## src/rtl/core/mevp_pkg.sv

```systemverilog
package mevp_pkg;

    localparam int FIELD_W   = 12;
    localparam int CFG_W     = 12;
    localparam int MESH_ID_W = 4;
    localparam int SLOT_W    = 2;
    localparam int SLOTS     = 4;
    localparam int COMBO_W   = 2 * SLOT_W;

    localparam logic [CFG_W-1:0] THR_RESET = 12'd4;

    // extreme slots, in store order
    localparam logic [SLOT_W-1:0] SLOT_LX = 2'd0;
    localparam logic [SLOT_W-1:0] SLOT_LY = 2'd1;
    localparam logic [SLOT_W-1:0] SLOT_GX = 2'd2;
    localparam logic [SLOT_W-1:0] SLOT_GY = 2'd3;

    typedef enum logic [2:0] {
        ST_LOAD,
        ST_STORE,
        ST_START,
        ST_READ,
        ST_CMP,
        ST_OUT
    } mevp_state_t;

    // neighboring extremes that came from the same vertex
    typedef struct packed {
        logic lxly;
        logic lygx;
        logic gxgy;
    } mevp_same_t;

endpackage

```

## src/rtl/core/mevp_tracker.sv

```systemverilog
module mevp_tracker
    import mevp_pkg::*;
#(
    parameter int COORD_BITS = 12
)
(
    input  logic                  clk,
    input  logic                  rst_n,
    input  logic                  vtx_en,
    input  logic [COORD_BITS-1:0] vtx_x,
    input  logic [COORD_BITS-1:0] vtx_y,
    input  logic                  mesh_end,
    input  logic [SLOT_W-1:0]     slot_sel,
    output logic [COORD_BITS-1:0] slot_x,
    output logic [COORD_BITS-1:0] slot_y,
    output logic                  slot_keep
);

    logic [COORD_BITS-1:0] ext_x_reg [SLOTS];
    logic [COORD_BITS-1:0] ext_y_reg [SLOTS];
    mevp_same_t            same_reg;
    mevp_same_t            same_next;
    logic                  in_mesh_reg;
    logic [SLOTS-1:0]      upd;

    function automatic logic joined(input logic up, input logic uq, input logic old);
        logic res;
        if (up || uq)
        begin
            res = up && uq;
        end
        else
        begin
            res = old;
        end
        return res;
    endfunction

    always_comb
    begin
        upd = '0;
        if (!in_mesh_reg)
        begin
            upd = '1;
        end
        else
        begin
            // greatest test only when the least test fails
            if (vtx_x < ext_x_reg[SLOT_LX])
            begin
                upd[SLOT_LX] = 1'b1;
            end
            else if (vtx_x > ext_x_reg[SLOT_GX])
            begin
                upd[SLOT_GX] = 1'b1;
            end
            if (vtx_y < ext_y_reg[SLOT_LY])
            begin
                upd[SLOT_LY] = 1'b1;
            end
            else if (vtx_y > ext_y_reg[SLOT_GY])
            begin
                upd[SLOT_GY] = 1'b1;
            end
        end
    end

    always_comb
    begin
        if (!in_mesh_reg)
        begin
            same_next = '1;
        end
        else
        begin
            same_next.lxly = joined(upd[SLOT_LX], upd[SLOT_LY], same_reg.lxly);
            same_next.lygx = joined(upd[SLOT_LY], upd[SLOT_GX], same_reg.lygx);
            same_next.gxgy = joined(upd[SLOT_GX], upd[SLOT_GY], same_reg.gxgy);
        end
    end

    always_ff @(posedge clk or negedge rst_n)
    begin
        if (!rst_n)
        begin
            same_reg    <= '0;
            in_mesh_reg <= 1'b0;
        end
        else if (vtx_en)
        begin
            same_reg    <= same_next;
            in_mesh_reg <= !mesh_end;
        end
    end

    always_ff @(posedge clk)
    begin
        if (vtx_en)
        begin
            for (int k = 0; k < SLOTS; k++)
            begin
                if (upd[k])
                begin
                    ext_x_reg[k] <= vtx_x;
                    ext_y_reg[k] <= vtx_y;
                end
            end
        end
    end

    assign slot_x = ext_x_reg[slot_sel];
    assign slot_y = ext_y_reg[slot_sel];

    always_comb
    begin
        unique case (slot_sel)
            SLOT_LX: slot_keep = 1'b1;
            SLOT_LY: slot_keep = !same_reg.lxly;
            SLOT_GX: slot_keep = !same_reg.lygx;
            SLOT_GY: slot_keep = !same_reg.gxgy;
            default: slot_keep = 1'b0;
        endcase
    end

endmodule

```

## src/rtl/core/mevp_store.sv

```systemverilog
module mevp_store
    import mevp_pkg::*;
#(
    parameter int DEPTH = 32,
    parameter int AW    = 5,
    parameter int DW    = 25
)
(
    input  logic          clk,
    input  logic          wr_en,
    input  logic [AW-1:0] wr_addr,
    input  logic [DW-1:0] wr_data,
    input  logic [AW-1:0] rd_addr_a,
    input  logic [AW-1:0] rd_addr_b,
    output logic [DW-1:0] rd_data_a,
    output logic [DW-1:0] rd_data_b
);

    logic [DW-1:0] mem [DEPTH];
    logic [DW-1:0] rd_a_reg;
    logic [DW-1:0] rd_b_reg;

    always_ff @(posedge clk)
    begin
        if (wr_en)
        begin
            mem[wr_addr] <= wr_data;
        end
        rd_a_reg <= mem[rd_addr_a];
        rd_b_reg <= mem[rd_addr_b];
    end

    assign rd_data_a = rd_a_reg;
    assign rd_data_b = rd_b_reg;

endmodule

```

## src/rtl/core/mevp_dist.sv

```systemverilog
module mevp_dist
    import mevp_pkg::*;
#(
    parameter int COORD_BITS = 12
)
(
    input  logic [2*COORD_BITS:0] ent_a,
    input  logic [2*COORD_BITS:0] ent_b,
    input  logic [CFG_W-1:0]      thr,
    output logic                  close
);

    localparam int CMP_W = (COORD_BITS > CFG_W) ? COORD_BITS : CFG_W;

    logic [COORD_BITS-1:0] ax, ay, bx, by;
    logic [COORD_BITS-1:0] dx, dy;
    logic                  keep_a, keep_b;

    // entry layout: keep, y, x
    assign ax     = ent_a[COORD_BITS-1:0];
    assign ay     = ent_a[2*COORD_BITS-1:COORD_BITS];
    assign keep_a = ent_a[2*COORD_BITS];
    assign bx     = ent_b[COORD_BITS-1:0];
    assign by     = ent_b[2*COORD_BITS-1:COORD_BITS];
    assign keep_b = ent_b[2*COORD_BITS];

    assign dx = (ax >= bx) ? (ax - bx) : (bx - ax);
    assign dy = (ay >= by) ? (ay - by) : (by - ay);

    assign close = keep_a && keep_b
                && (CMP_W'(dx) < CMP_W'(thr))
                && (CMP_W'(dy) < CMP_W'(thr));

endmodule

```

## src/rtl/core/mesh_extreme_vertex_proximity_unit.sv

```systemverilog
// channel   | dir | tdata                              | tuser                       | tlast
// s_axis    | in  | vertex_x [11:0], vertex_y [23:12]  | end_of_batch [0]            | end_of_mesh
// m_axis    | out | mesh_a [3:0], mesh_b [7:4]         | pair_valid, adjacent, drop  | last
// cfg       | in  | cfg_wdata = gap_threshold, written when cfg_we is high
//
// vertices stream in without stalls while loading; a mesh that is stored adds one
// write per extreme slot (one store write port) with s_axis_tready low.
// at batch end each mesh pair walks all 16 slot combinations through one shared
// distance unit, each as a registered store read and then a compare, and the
// pair's result then waits in the output state; n meshes give n*(n-1)/2 pairs.
// reset clears the sequencer, counts and flags and sets gap_threshold to 4.
// m_axis holds its word until m_axis_tready; no input is taken until the batch
// has been fully delivered.
module mesh_extreme_vertex_proximity_unit
    import mevp_pkg::*;
#(
    parameter int MAX_MESHES = 8,
    parameter int COORD_BITS = 12
)
(
    input  logic             clk,
    input  logic             rst_n,
    input  logic             s_axis_tvalid,
    output logic             s_axis_tready,
    input  logic [23:0]      s_axis_tdata,   // vertex_x, vertex_y
    input  logic             s_axis_tlast,   // end_of_mesh
    input  logic [0:0]       s_axis_tuser,   // end_of_batch
    output logic             m_axis_tvalid,
    input  logic             m_axis_tready,
    output logic [7:0]       m_axis_tdata,   // mesh_a, mesh_b
    output logic             m_axis_tlast,   // last
    output logic [2:0]       m_axis_tuser,   // pair_valid, adjacent, meshes_dropped
    input  logic             cfg_we,
    input  logic [CFG_W-1:0] cfg_wdata
);

    localparam int IDX_W = $clog2(MAX_MESHES);
    localparam int CNT_W = $clog2(MAX_MESHES + 1);
    localparam int AW    = IDX_W + SLOT_W;
    localparam int DEPTH = MAX_MESHES * SLOTS;
    localparam int DW    = 2 * COORD_BITS + 1;

    localparam logic [CNT_W-1:0]   CNT_MAX   = CNT_W'(MAX_MESHES);
    localparam logic [CNT_W-1:0]   CNT_ONE   = CNT_W'(1);
    localparam logic [CNT_W-1:0]   CNT_TWO   = CNT_W'(2);
    localparam logic [COMBO_W-1:0] COMBO_END = '1;

    mevp_state_t state_reg, state_next;

    logic [CNT_W-1:0]     cnt_reg, cnt_next;
    logic                 ovf_reg, ovf_next;
    logic                 eob_reg, eob_next;
    logic [SLOT_W-1:0]    slot_reg, slot_next;
    logic [IDX_W-1:0]     a_reg, a_next;
    logic [IDX_W-1:0]     b_reg, b_next;
    logic [COMBO_W-1:0]   ij_reg, ij_next;
    logic                 adj_reg, adj_next;
    logic [CFG_W-1:0]     thr_reg;

    logic [MESH_ID_W-1:0] oa_reg, oa_next;
    logic [MESH_ID_W-1:0] ob_reg, ob_next;
    logic                 opv_reg, opv_next;
    logic                 oadj_reg, oadj_next;
    logic                 odrop_reg, odrop_next;
    logic                 olast_reg, olast_next;

    logic                  s_acc, m_acc;
    logic                  in_eom, in_eob;
    logic [COORD_BITS-1:0] in_x, in_y;
    logic                  mem_we;
    logic [COORD_BITS-1:0] slot_x, slot_y;
    logic                  slot_keep;
    logic [DW-1:0]         rd_a, rd_b;
    logic                  close;
    logic                  b_at_end, a_at_end;

    assign s_acc  = s_axis_tvalid && s_axis_tready;
    assign m_acc  = m_axis_tvalid && m_axis_tready;
    assign in_x   = COORD_BITS'(s_axis_tdata[11:0]);
    assign in_y   = COORD_BITS'(s_axis_tdata[23:12]);
    assign in_eom = s_axis_tlast;
    assign in_eob = s_axis_tuser[0];

    assign b_at_end = (CNT_W'(b_reg) == cnt_reg - CNT_ONE);
    assign a_at_end = (CNT_W'(a_reg) == cnt_reg - CNT_TWO);

    mevp_tracker #(
        .COORD_BITS (COORD_BITS)
    ) u_tracker (
        .clk       (clk),
        .rst_n     (rst_n),
        .vtx_en    (s_acc),
        .vtx_x     (in_x),
        .vtx_y     (in_y),
        .mesh_end  (in_eom || in_eob),
        .slot_sel  (slot_reg),
        .slot_x    (slot_x),
        .slot_y    (slot_y),
        .slot_keep (slot_keep)
    );

    mevp_store #(
        .DEPTH (DEPTH),
        .AW    (AW),
        .DW    (DW)
    ) u_store (
        .clk       (clk),
        .wr_en     (mem_we),
        .wr_addr   ({IDX_W'(cnt_reg), slot_reg}),
        .wr_data   ({slot_keep, slot_y, slot_x}),
        .rd_addr_a ({a_reg, ij_reg[COMBO_W-1:SLOT_W]}),
        .rd_addr_b ({b_reg, ij_reg[SLOT_W-1:0]}),
        .rd_data_a (rd_a),
        .rd_data_b (rd_b)
    );

    mevp_dist #(
        .COORD_BITS (COORD_BITS)
    ) u_dist (
        .ent_a (rd_a),
        .ent_b (rd_b),
        .thr   (thr_reg),
        .close (close)
    );

    // next state
    always_comb
    begin
        state_next = state_reg;
        unique case (state_reg)
            ST_LOAD:
            begin
                if (s_acc && (in_eom || in_eob))
                begin
                    if (cnt_reg < CNT_MAX)
                    begin
                        state_next = ST_STORE;
                    end
                    else if (in_eob)
                    begin
                        state_next = ST_START;
                    end
                end
            end
            ST_STORE:
            begin
                if (slot_reg == SLOT_GY)
                begin
                    state_next = eob_reg ? ST_START : ST_LOAD;
                end
            end
            ST_START:
            begin
                state_next = (cnt_reg < CNT_TWO) ? ST_OUT : ST_READ;
            end
            ST_READ:
            begin
                state_next = ST_CMP;
            end
            ST_CMP:
            begin
                if (ij_reg == COMBO_END)
                begin
                    state_next = ST_OUT;
                end
                else
                begin
                    state_next = ST_READ;
                end
            end
            ST_OUT:
            begin
                if (m_acc)
                begin
                    state_next = olast_reg ? ST_LOAD : ST_READ;
                end
            end
            default:
            begin
                state_next = ST_LOAD;
            end
        endcase
    end

    // outputs of the sequencer
    always_comb
    begin
        s_axis_tready = 1'b0;
        m_axis_tvalid = 1'b0;
        mem_we        = 1'b0;
        unique case (state_reg)
            ST_LOAD:  s_axis_tready = 1'b1;
            ST_STORE: mem_we        = 1'b1;
            ST_OUT:   m_axis_tvalid = 1'b1;
            default:
            begin
                s_axis_tready = 1'b0;
            end
        endcase
    end

    // datapath
    always_comb
    begin
        cnt_next   = cnt_reg;
        ovf_next   = ovf_reg;
        eob_next   = eob_reg;
        slot_next  = slot_reg;
        a_next     = a_reg;
        b_next     = b_reg;
        ij_next    = ij_reg;
        adj_next   = adj_reg;
        oa_next    = oa_reg;
        ob_next    = ob_reg;
        opv_next   = opv_reg;
        oadj_next  = oadj_reg;
        odrop_next = odrop_reg;
        olast_next = olast_reg;
        case (state_reg)
            ST_LOAD:
            begin
                slot_next = SLOT_LX;
                if (s_acc)
                begin
                    eob_next = in_eob;
                    if ((in_eom || in_eob) && (cnt_reg >= CNT_MAX))
                    begin
                        ovf_next = 1'b1;
                    end
                end
            end
            ST_STORE:
            begin
                slot_next = slot_reg + SLOT_W'(1);
                if (slot_reg == SLOT_GY)
                begin
                    cnt_next = cnt_reg + CNT_ONE;
                end
            end
            ST_START:
            begin
                a_next   = '0;
                b_next   = IDX_W'(1);
                ij_next  = '0;
                adj_next = 1'b0;
                if (cnt_reg < CNT_TWO)
                begin
                    // lone result of a batch with no pair
                    oa_next    = '0;
                    ob_next    = '0;
                    opv_next   = 1'b0;
                    oadj_next  = 1'b0;
                    odrop_next = ovf_reg;
                    olast_next = 1'b1;
                end
            end
            ST_CMP:
            begin
                adj_next = adj_reg || close;
                ij_next  = ij_reg + COMBO_W'(1);
                if (ij_reg == COMBO_END)
                begin
                    oa_next    = MESH_ID_W'(a_reg);
                    ob_next    = MESH_ID_W'(b_reg);
                    opv_next   = 1'b1;
                    oadj_next  = adj_reg || close;
                    odrop_next = ovf_reg;
                    olast_next = a_at_end && b_at_end;
                end
            end
            ST_OUT:
            begin
                if (m_acc)
                begin
                    if (olast_reg)
                    begin
                        cnt_next = '0;
                        ovf_next = 1'b0;
                    end
                    else
                    begin
                        ij_next  = '0;
                        adj_next = 1'b0;
                        if (b_at_end)
                        begin
                            a_next = a_reg + IDX_W'(1);
                            b_next = a_reg + IDX_W'(2);
                        end
                        else
                        begin
                            b_next = b_reg + IDX_W'(1);
                        end
                    end
                end
            end
            default:
            begin
                ij_next = ij_reg;
            end
        endcase
    end

    always_ff @(posedge clk or negedge rst_n)
    begin
        if (!rst_n)
        begin
            state_reg <= ST_LOAD;
            cnt_reg   <= '0;
            ovf_reg   <= 1'b0;
            eob_reg   <= 1'b0;
            slot_reg  <= '0;
            a_reg     <= '0;
            b_reg     <= '0;
            ij_reg    <= '0;
            adj_reg   <= 1'b0;
            thr_reg   <= THR_RESET;
        end
        else
        begin
            state_reg <= state_next;
            cnt_reg   <= cnt_next;
            ovf_reg   <= ovf_next;
            eob_reg   <= eob_next;
            slot_reg  <= slot_next;
            a_reg     <= a_next;
            b_reg     <= b_next;
            ij_reg    <= ij_next;
            adj_reg   <= adj_next;
            if (cfg_we)
            begin
                thr_reg <= cfg_wdata;
            end
        end
    end

    always_ff @(posedge clk)
    begin
        oa_reg    <= oa_next;
        ob_reg    <= ob_next;
        opv_reg   <= opv_next;
        oadj_reg  <= oadj_next;
        odrop_reg <= odrop_next;
        olast_reg <= olast_next;
    end

    assign m_axis_tdata = {ob_reg, oa_reg};
    assign m_axis_tuser = {odrop_reg, oadj_reg, opv_reg};
    assign m_axis_tlast = olast_reg;

endmodule
```

## config.mk

```make
export PLATFORM = sky130hd
export DESIGN_NAME = mesh_extreme_vertex_proximity_unit
export DESIGN_NICKNAME = d
export VERILOG_FILES = /design/src/rtl/core/mevp_pkg.sv /design/src/rtl/core/mevp_tracker.sv /design/src/rtl/core/mevp_store.sv /design/src/rtl/core/mevp_dist.sv /design/src/rtl/core/mesh_extreme_vertex_proximity_unit.sv
export SDC_FILE = /design/constraint.sdc
export NUM_CORES = 1
export LEC_CHECK = 0
export ABC_AREA = 1
export BUFFER_PORTS_ARGS = -buffer_cell sky130_fd_sc_hd__buf_2
export CAP_MARGIN = 10
export CELL_PAD_IN_SITES_DETAIL_PLACEMENT = 1
export CELL_PAD_IN_SITES_GLOBAL_PLACEMENT = 2
export CORE_MARGIN = 5
export CORE_UTILIZATION = 25
export CTS_BUF_LIST = sky130_fd_sc_hd__clkbuf_4 sky130_fd_sc_hd__clkbuf_8 sky130_fd_sc_hd__clkbuf_16
export CTS_CLUSTER_SIZE = 8
export DETAILED_ROUTE_END_ITERATION = 8
export GPL_TIMING_DRIVEN = 0
export PLACE_DENSITY_LB_ADDON = 0.08
export SETUP_SLACK_MARGIN = 0.2
export SYNTH_ARGS = -nofsm -noshare
export SYNTH_HDL_FRONTEND = slang
export SYNTH_SLANG_ARGS = --single-unit
```

## constraint.sdc

```tcl
create_clock -name clk -period 8.94 [get_ports clk]
set_input_delay 0.894 -clock clk [delete_from_list [all_inputs] [get_ports clk]]
set_output_delay 0.894 -clock clk [all_outputs]
set_load 0.01 [all_outputs]
```

# Yosys cells after proc, flatten, opt, wreduce, memory -nomap -nowiden
# Memory sizes are Yosys's and may differ from the RTL's. A register that Yosys moved wholly into a read port is not among the register bits.
# Cells that the tools add are included.
[op_classes]
n_addsub = 12
magnitude_cmp = 11
eq_ne = 25
n_mux = 81
reduce_logical = 39
[op_table]
columns = ["op", "count"]
rows = [
  ["$lt 12x12->1", 4],
  ["$sub 12x12->12", 4],
  ["$mux 3", 14],
  ["$mux 1", 39],
  ["$mux 4", 9],
  ["$ne 2x2->1 const B", 13],
  ["$ge 12x12->1", 2],
  ["$gt 12x12->1", 2],
  ["$mux 12", 2],
  ["$pmux 4 s2", 3],
  ["$pmux 3 s6", 1],
  ["$pmux 3 s2", 2],
  ["$pmux 4 s3", 1],
  ["$reduce_and 4->1", 3],
  ["$logic_and 1x1->1", 11],
  ["$pmux 1 s2", 5],
  ["$reduce_bool 2->1", 5],
  ["$reduce_and 3->1", 3],
  ["$add 4x1->4 const B", 2],
  ["$eq 3x4->1", 2],
  ["$reduce_and 2->1", 4],
  ["$add 3x1->3 const B", 2],
  ["$eq 3x2->1 const B", 2],
  ["$eq 3x3->1 const B", 2],
  ["other kinds (22)", 31],
]
[totals]
register_bits = 50
ram_bits = 896
inputBits = 43
out_inout_bits = 14
wordCells = 191
memories = 3
[mem_list]
columns = ["name", "words", "word_bits", "read_ports", "rd_clocked_by_memory_dff", "write_ports", "line_no", "source"]
rows = [
  ["u_store.mem", 32, 25, 2, 2, 1, "mevp_store.sv:19", "logic [DW-1:0] mem [DEPTH];"],
  ["u_tracker.ext_x_reg", 4, 12, 3, 0, 4, "mevp_tracker.sv:19", "logic [COORD_BITS-1:0] ext_x_reg [SLOTS];"],
  ["u_tracker.ext_y_reg", 4, 12, 3, 0, 4, "mevp_tracker.sv:20", "logic [COORD_BITS-1:0] ext_y_reg [SLOTS];"],
]

# Logic depth before layout (Yosys ltp)
# Gate-level depths: netlist (run 1).
[depth]
word_depth = 8
ltp_mapped = 25
mapped_depth_nobuf = 24

# Cells and area by module
# A second synthesis (run 1) with hierarchy kept.
[unflattened]
hier_cells = 6059
hier_area_um2 = 53152.2
[modules_own_cells]
columns = ["mod", "instances", "cells_each", "area_per_inst_um2", "seq_area_each_um2"]
rows = [
  ["mevp_store", 1, 4699, 42243.0, 25024.0],
  ["mevp_tracker", 1, 441, 4973.5, 2982.9],
  ["mevp_dist", 1, 669, 3580.9, 0.0],
  ["mesh_extreme_vertex_proximity_unit", 1, 250, 2354.8, 1152.4],
]

# Worst setup path before layout (run 1)
# OpenSTA, ideal clock, no wires.
[synth_timing]
kind = "reg-to-reg"
from = "reg slot_reg[1]"
to = "mem u_store.mem[13][0], enable pin"
t_arrival_ns = 2.470
slack_ns = 6.063
stages_incl_launch_ff = 7
synth_period_minus_slack_ns = 2.877
cell_sequence = "dfrtp_1 inv_1 clkbuf_1 clkbuf_1 ha_1 nand2_1 nor2_1"
[synth_rtl]
columns = ["item", "line_no", "source"]
rows = [
  ["from (decl)", "mesh_extreme_vertex_proximity_unit.sv:53", "logic [SLOT_W-1:0] slot_reg, slot_next;"],
  ["from (signal assigned)", "mesh_extreme_vertex_proximity_unit.sv:324", "slot_reg <= slot_next;"],
  ["to (decl)", "mevp_store.sv:19", ""],
]
# No word-level cell before the write port.

==> results of run 1 <==
==> power groups by stage <==
stage	clock network [W]	logic (W)	registers, W
global route	0.00576	0.0142	0.00677
detailed placement	0	0.0134	0.00682
CTS	0.00557	0.0134	0.00673
global placement	0	0.0126	0.00703
finish	0.00551	0.0138	0.00672
floorplan	0	0.00580	0.00675
==> synthesized netlist by cell type (4+ instances only) <==
| cell | instances |
|---|---|
| a31oi_1 | 4 |
| o211ai_1 | 44 |
| nor2_1 | 881 |
| nand3_1 | 231 |
| xnor2_1 | 5 |
| buf_6 | 18 |
| ha_1 | 129 |
| o21ai_1 | 35 |
| inv_1 | 273 |
| edfxtp_1 | 906 |
| buf_2 | 97 |
| clkbuf_1 | 220 |
| buf_1 | 14 |
| a21oi_1 | 205 |
| nand2_1 | 503 |
| inv_2 | 7 |
| o2111ai_1 | 7 |
| clkinv_1 | 5 |
| and2_1 | 20 |
| o21ai_0 | 920 |
| fa_1 | 4 |
| o21bai_1 | 10 |
| o221ai_1 | 260 |
| o22ai_1 | 86 |
| dfxtp_1 | 50 |
| buf_4 | 21 |
| xor2_1 | 34 |
| a21o_1 | 5 |
| dfrtp_1 | 37 |
==> kinds of logic (layout without fill, tap and decap cells) <==
family	count (synthesis)	in the layout
simple gates	1644	1644
mux	3	3
other cells	1	54
flops	994	994
buf+inv	659	1024
xor+xnor	39	39
compound gates	1583	1583
fa+ha+maj	133	133
==> cell type report <==
class,count,area share [%]
Sequential cell,994,48.4
Inverter,285,1.78
Tap cell,2640,5.49
Multi-Input combinational cell,3404,30.5
Buffer,374,2.98
Timing Repair Buffer,144,3.41
Clock inverter,15,0.253
Antenna cell,52,0.216
Clock buffer,206,6.98
==> per-stage QoR <==
| stage | std cells | cell area, um2 |
|---|---|---|
| after floorplan | 5057 | 49800 |
| after global placement | 7751 | 53400 |
| after detailed placement | 7839 | 55700 |
| after CTS | 8060 | 60100 |
| after global routing | 8093 | 60200 |
| final | 8114 | 60200 |
==> routing by layer <==
layer	up-vias	wire, um	GRT usage, %
li1	18900	-	-
met5	-	88	0
met3	687	28400	6.62
met4	14	18500	15.0
met2	2659	142000	46.1
met1	23900	136000	40.1
==> worst max-delay path, stage by stage, from the launching register on <==
cell      delay, ns
dfrtp_1        0.53
inv_1          0.18
clkbuf_1       1.01
clkbuf_1       1.19
o221ai_1       0.38
nand3_1        0.23
nand2_1        0.16
nand2_1        0.29
nand2_1        0.29
==> worst paths after layout <==
kind / slack, ns / cells past startpoint / to / start
max in group asynchronous: 7.92 / 1 / u_tracker.in_mesh_reg / rst_n
worst min-delay path: 0.27 / 1 / thr_reg[0] / rst_n
worst max-delay path: 4.45 / 8 / u_store.rd_data_b[3] / b_reg[0]
worst min register to register: 0.46 / 0 / odrop_reg / ovf_reg
worst max register to register: 4.45 / 8 / u_store.rd_data_b[3] / b_reg[0]
min in group clk: 0.30 / 3 / thr_reg[10] / cfg_wdata[10]
==> run metrics, run 1 <==
status=finished, violations left; failing checks=max-capacitance violations, max-slew violations; multi-input logic area=18400 um2; total chip power=0.0260 W; P_sw=0.0132 W; CTS Buffer Depth=3; Clock power frac=21.2%; highest clock rate=222 MHz; Vias=46100; Synth Area in Compound Gates=18.5%; Synth Area in Adders=3.40%; Die ar.=208000 um2; TritonCTS Buffers=146; fin nets=5525; grt total ovfl=0; Gate power share=53.0%; Synth Area in XOR/XNOR=0.686%; dominant combinational cell family by area after synthesis=compound AO/OA/AOI/OAI gates; Worst-Skew Late Latency=0.83 ns; Syn Area/Cell=9.85 um2; drt first-iter violations=6129; Max-cap violations=2; Critical Path RT=9.53 ns; Distinct cells, synth=44; H-tree Lvls=4; area fraction of the dominant cell type after synthesis=54.6%; synth top area cells=edfxtp_1, o21ai_0, nor2_1, o221ai_1, nand2_1; fin. max-slew vios=22; largest net degree at the start of global routing=39; DRC violations left=0; PnR worst setup slack=4.45 ns; multiplexer share of the synthesized area=0.0628%; post-synthesis simple-gate area fraction=13.1%; final hold slack=0.273 ns; register area=29200 um2; Seq/Total Area, Yosys=58.5%; fillcell total=22400; Root Buffer=clkbuf_16; Leak=21.4 nW; Post-synth EDFFs=906; die width=456 um; Largest register FFs=800; Synth Warn #=0; part of the power in registers=25.9%; critical path peak fanout=10; most frequent cells in the layout=o21ai_0, edfxtp_1, nor2_1; Post CTS Setup Buffer Count=0; Worst setup SP type=flip-flop; Resized Gates After CTS=0; Initial Utilization=25.2%; Final Hold Viols=0; ANT nets after route=0; fin crit period=4.49 ns; first-pass GRT wire length=425000 um; Slew headroom=-2.12%; Crit. End Element=flip-flop; final design utilization=30.4%; Final GP Congestion=0.917; Synth Instances=5056; core region area=198000 um2; setup TNS=0 ns; I/O Buffers=54; 1st-pass router iterations=6; RSZ-0062 raised after global routing=false; pre-CTS setup slack=4.83 ns; P per Cell Area=432 nW/um2; Sw Ratio=50.7%; Vias/cell=5.68; post-synth top area cell=edfxtp_1; wirelength, routed=325000 um; Worst Tran Pin Value=1.53 ns; I/O pins=57; CTS tree=yes; layout cells sized above 1=10.9%; endpoints failing setup=0; Worst VDD drop=0.213 mV; Hold Path Class=primary input to async pin; DP Wirelength=232000 um; kind of critical path=flip-flop to flip-flop; clock transition at the registers of the reported paths=0.05 ns; Clock Skew=0.0417 ns; Layout area overhead=20.9%; Pint=0.0128 W; Post-synth top flop=edfxtp_1; chip height=456 um; ys async rst share=3.82%; Data arrival, critical path=5.09 ns; most common cell after layout, fill and taps aside=o21ai_0; WL per Instance=40.0 um; vias in the first global route=45400; CTS Sinks=994; hold buffer count at CTS=0; FP Rows=163; initial antenna violation count=60; #FFs+latches synth=994; Tot GR Track Use=30.1%; fin crit share=50.3%; synthesized area=49800 um2
Note: power is estimated with default switching activity, not from simulation.
==> run 2: changes to the inputs <==
--- a/config.mk
+++ b/config.mk
@@ -5,7 +5,7 @@
 export SDC_FILE = /design/constraint.sdc
 export NUM_CORES = 1
 export LEC_CHECK = 0
-export ABC_AREA = 1
+export ABC_AREA = 0
 export BUFFER_PORTS_ARGS = -buffer_cell sky130_fd_sc_hd__buf_2
 export CAP_MARGIN = 10
 export CELL_PAD_IN_SITES_DETAIL_PLACEMENT = 1
==> constraint.sdc (replaced) <==
create_clock -name clk -period 4.2 [get_ports clk]
set_input_delay 0.42 -clock clk [delete_from_list [all_inputs] [get_ports clk]]
set_output_delay 0.42 -clock clk [all_outputs]
set_load 0.01 [all_outputs]
==> run metrics, run 2 <==
DP Wirelength=128000 um (-45%); drt first-iter violations=1955 (-68%); highest-delay cell along the critical path=xnor2_2; Root Buffer=clkbuf_16; WL per Instance=33.4 um (-17%); H-tree Lvls=4 (unchanged); grt total ovfl=0 (unchanged); pre-CTS setup slack=-0.737 ns (-5.56 ns); initial antenna violation count=20 (-67%); placed cell count=5085 (-35%); I/O Buffers=54 (unchanged); Synth Area in Adders=3.59% (+0.19 points); delay-heaviest family, CP=buffers and inverters; 1st-pass router iterations=6 (unchanged); crit-path max cell delay=0.45 ns (-0.74 ns); wirelength, routed=181000 um (-44%); fin. max-slew vios=0 (-100%); kind of critical path=flip-flop to flip-flop; Crit path buffers/inverters=6 (+3); Layout area overhead=22.9%; Clock Skew=0.0328 ns (-0.00885 ns); first-pass GRT wire length=246000 um (-42%); highest clock rate=250 MHz (+12%); most common cell after layout, fill and taps aside=edfxtp_1; endpoints failing setup=0 (unchanged); DRC violations left=0 (unchanged); Final Hold Viols=0 (unchanged); clock transition at the registers of the reported paths=0.06 ns (about the same); post-synthesis simple-gate area fraction=2.25% (-11 points); Max-cap violations=0 (-2); FP Rows=159 (-2.5%); Synth Warn #=0 (unchanged); top cells by instance count after synthesis=edfxtp_1, mux4_2, ha_1; dpl cell area=52000 um2 (-6.6%); Worst-Skew Late Latency=0.78 ns (-0.05 ns); setup TNS=0 ns (unchanged); Distinct cells, synth=64 (+45%); Synth Instances=2482 (-51%); #FFs+latches synth=994 (unchanged); Post-synth top flop=edfxtp_1; status=completed; Slew headroom=5.34% (+7.5 points); most frequent cells in the layout=edfxtp_1, mux4_2, clkbuf_16; Hold Path Class=primary input to flip-flop; Initial Utilization=25.1% (-0.038 points); Data arrival, critical path=4.52 ns (-0.57 ns); largest net degree at the start of global routing=33 (-15%); CTS Buffer Depth=3 (unchanged); area fraction of the dominant cell type after synthesis=57.6% (+3.0 points); multiplexer share of the synthesized area=26.4% (+26 points); most common cell in the netlist=edfxtp_1; layout cells sized above 1=38.2% (+27 points); Synth Area in XOR/XNOR=0.575% (-0.11 points); Post-synth EDFFs=906 (unchanged); fin crit period=4.00 ns (-0.492 ns); Worst VDD drop=0.341 mV (+60%); I/O pins=57 (unchanged); Critical Path RT=4.72 ns (-4.81 ns); fin crit share=95.3% (+45 points); Largest register FFs=800 (unchanged); Most Frequent Cell on Critical Path=buf_4; die width=445 um (-2.6%); ANT nets after route=0 (unchanged); Final GP Congestion=0.758 (-17%); Crit. End Element=flip-flop; chip height=445 um (-2.6%); Tot GR Track Use=18.2% (-12 points); Vias/cell=4.96 (-13%); Post-Layout Inst Area=58000 um2 (-3.6%); Vias=26900 (-42%); fin cells=5421 (-33%); fin nets=3026 (-45%); Leak=18.8 nW (-12%); critical path peak fanout=5 (-5); dominant combinational cell family by area after synthesis=multiplexers; Worst Tran Pin Value=1.42 ns (-0.112 ns); TritonCTS Buffers=146 (unchanged); P per Cell Area=633 nW/um2 (+47%); Worst setup SP type=flip-flop; Die ar.=198000 um2 (-5.1%); Seq/Total Area, Yosys=61.8% (+3.2 points); CTS Sinks=994 (unchanged); post-synth top area cell=edfxtp_1; CTS tree=yes; ys async rst share=3.82% (unchanged); synthesized area=47200 um2 (-5.2%); Synth Area in Compound Gates=2.83% (-16 points); PnR worst setup slack=0.197 ns (-4.25 ns); synth top area cells=edfxtp_1, mux4_2, ha_1, dfxtp_1, dfrtp_1; RSZ-0062 raised after global routing=true; Syn Area/Cell=19.0 um2 (+93%); core region area=188000 um2 (-5.1%); CP cell instances=ha_4, inv_2, fa_2, a21o_1, a21oi_4, a211oi_2, nor3_2, buf_4, buf_4, clkbuf_16, a32oi_1, xnor2_2, ha_1, nand4_1, buf_4, nor3_4, nor4_2, buf_4, a21o_1; vias in the first global route=29800 (-34%)
==> run 2: changes by cell type in the layout (fill, tap and decap cells not counted), sizes merged, moves of 154 or more <==
| cell | delta |
|---|---|
| clkbuf | -154 |
| nand2 | -414 |
| mux4 | +524 |
| o21ai | -892 |
| nand3 | -213 |
| inv | -154 |
| o221ai | -260 |
| nor2 | -812 |
==> run 2: routing by layer <==
layer,part of all wire [%],global-route usage (%)
met5,0,0
met4,2.2,4.61
met3,5.3,3.30
met2,51,32.0
met1,41,23.2
==> run 2: stage by stage <==
step	hold slack [ns]	power [W]	util [%]
3_5_place_dp	0.351	0.0252	27.7
4_1_cts	0.0309	0.0371	30.8
3_3_place_gp	0.441	0.0246	26.9
5_1_grt	0.0807	0.0385	30.9
2_1_floorplan	0.124	0.0201	-
6_report	0.0855	0.0367	30.9
==> run 2: worst register-to-register path, stage by stage, from the launching register on <==
cell	delay [ns]
dfxtp_4	0.37
ha_4	0.15
inv_2	0.04
fa_2	0.36
a21o_1	0.22
a21oi_4	0.20
a211oi_2	0.11
nor3_2	0.15
buf_4	0.18
buf_4	0.13
clkbuf_16	0.14
a32oi_1	0.14
xnor2_2	0.45
ha_1	0.26
nand4_1	0.09
buf_4	0.17
nor3_4	0.17
nor4_2	0.08
buf_4	0.18
a21o_1	0.18
==> run 2: cell type report <==
cell class / instances / area (um2)
inverters: 129 / 484
repair buffers: 219 / 2740
multi-input cells: 1208 / 17400
fillers: 19100 / 130000
flip-flops and latches: 994 / 29200
diodes: 5 / 12.5
well taps: 2495 / 3120
plain buffers: 152 / 781
clock buffers: 201 / 4180
clock inverters: 18 / 169
==> run 2: path summary, 6_finish.rpt <==
check / startpoint / end / slack (ns) / cells past startpoint
worst max-delay path: u_store.rd_data_b[0] / oadj_reg / 0.20 / 19
worst min-delay path: m_axis_tready / state_reg[0] / 0.09 / 4
worst max register to register: u_store.rd_data_b[0] / oadj_reg / 0.20 / 19
worst min register to register: ovf_reg / odrop_reg / 0.46 / 0
max in group asynchronous: rst_n / slot_reg[0] / 3.48 / 3
min in group asynchronous: rst_n / thr_reg[11] / 0.12 / 2
==> run 2: what timing repair did <==
action / in CTS / in global routing
setup endpoints to repair: 659 / 19
cloned: 0 / 1
resized for setup: 34 / 41
pin swaps: 34 / 24
hold buffers: 41 / 0
setup buffers: 59 / 9
endpoints found under the hold margin: 147 / 0
==> run 2: kinds of logic (layout without fill, tap and decap cells) <==
group                      Yosys count  after routing
AOI/OAI and AO/OA                  221            221
DFF                                994            994
other                                1              7
muxes                              585            585
adders and majority gates          133            133
and+or+nand+nor                    236            236
xor gates and xnor gates            31             31
buffers and inverters              281            719
==> run 2: where the power goes <==
part	switching (W)	internal, W	leakage, nW
combinational	0.00744	0.00435	7.55
sequential	0.000349	0.0133	9.07
clock	0.00445	0.00687	2.18
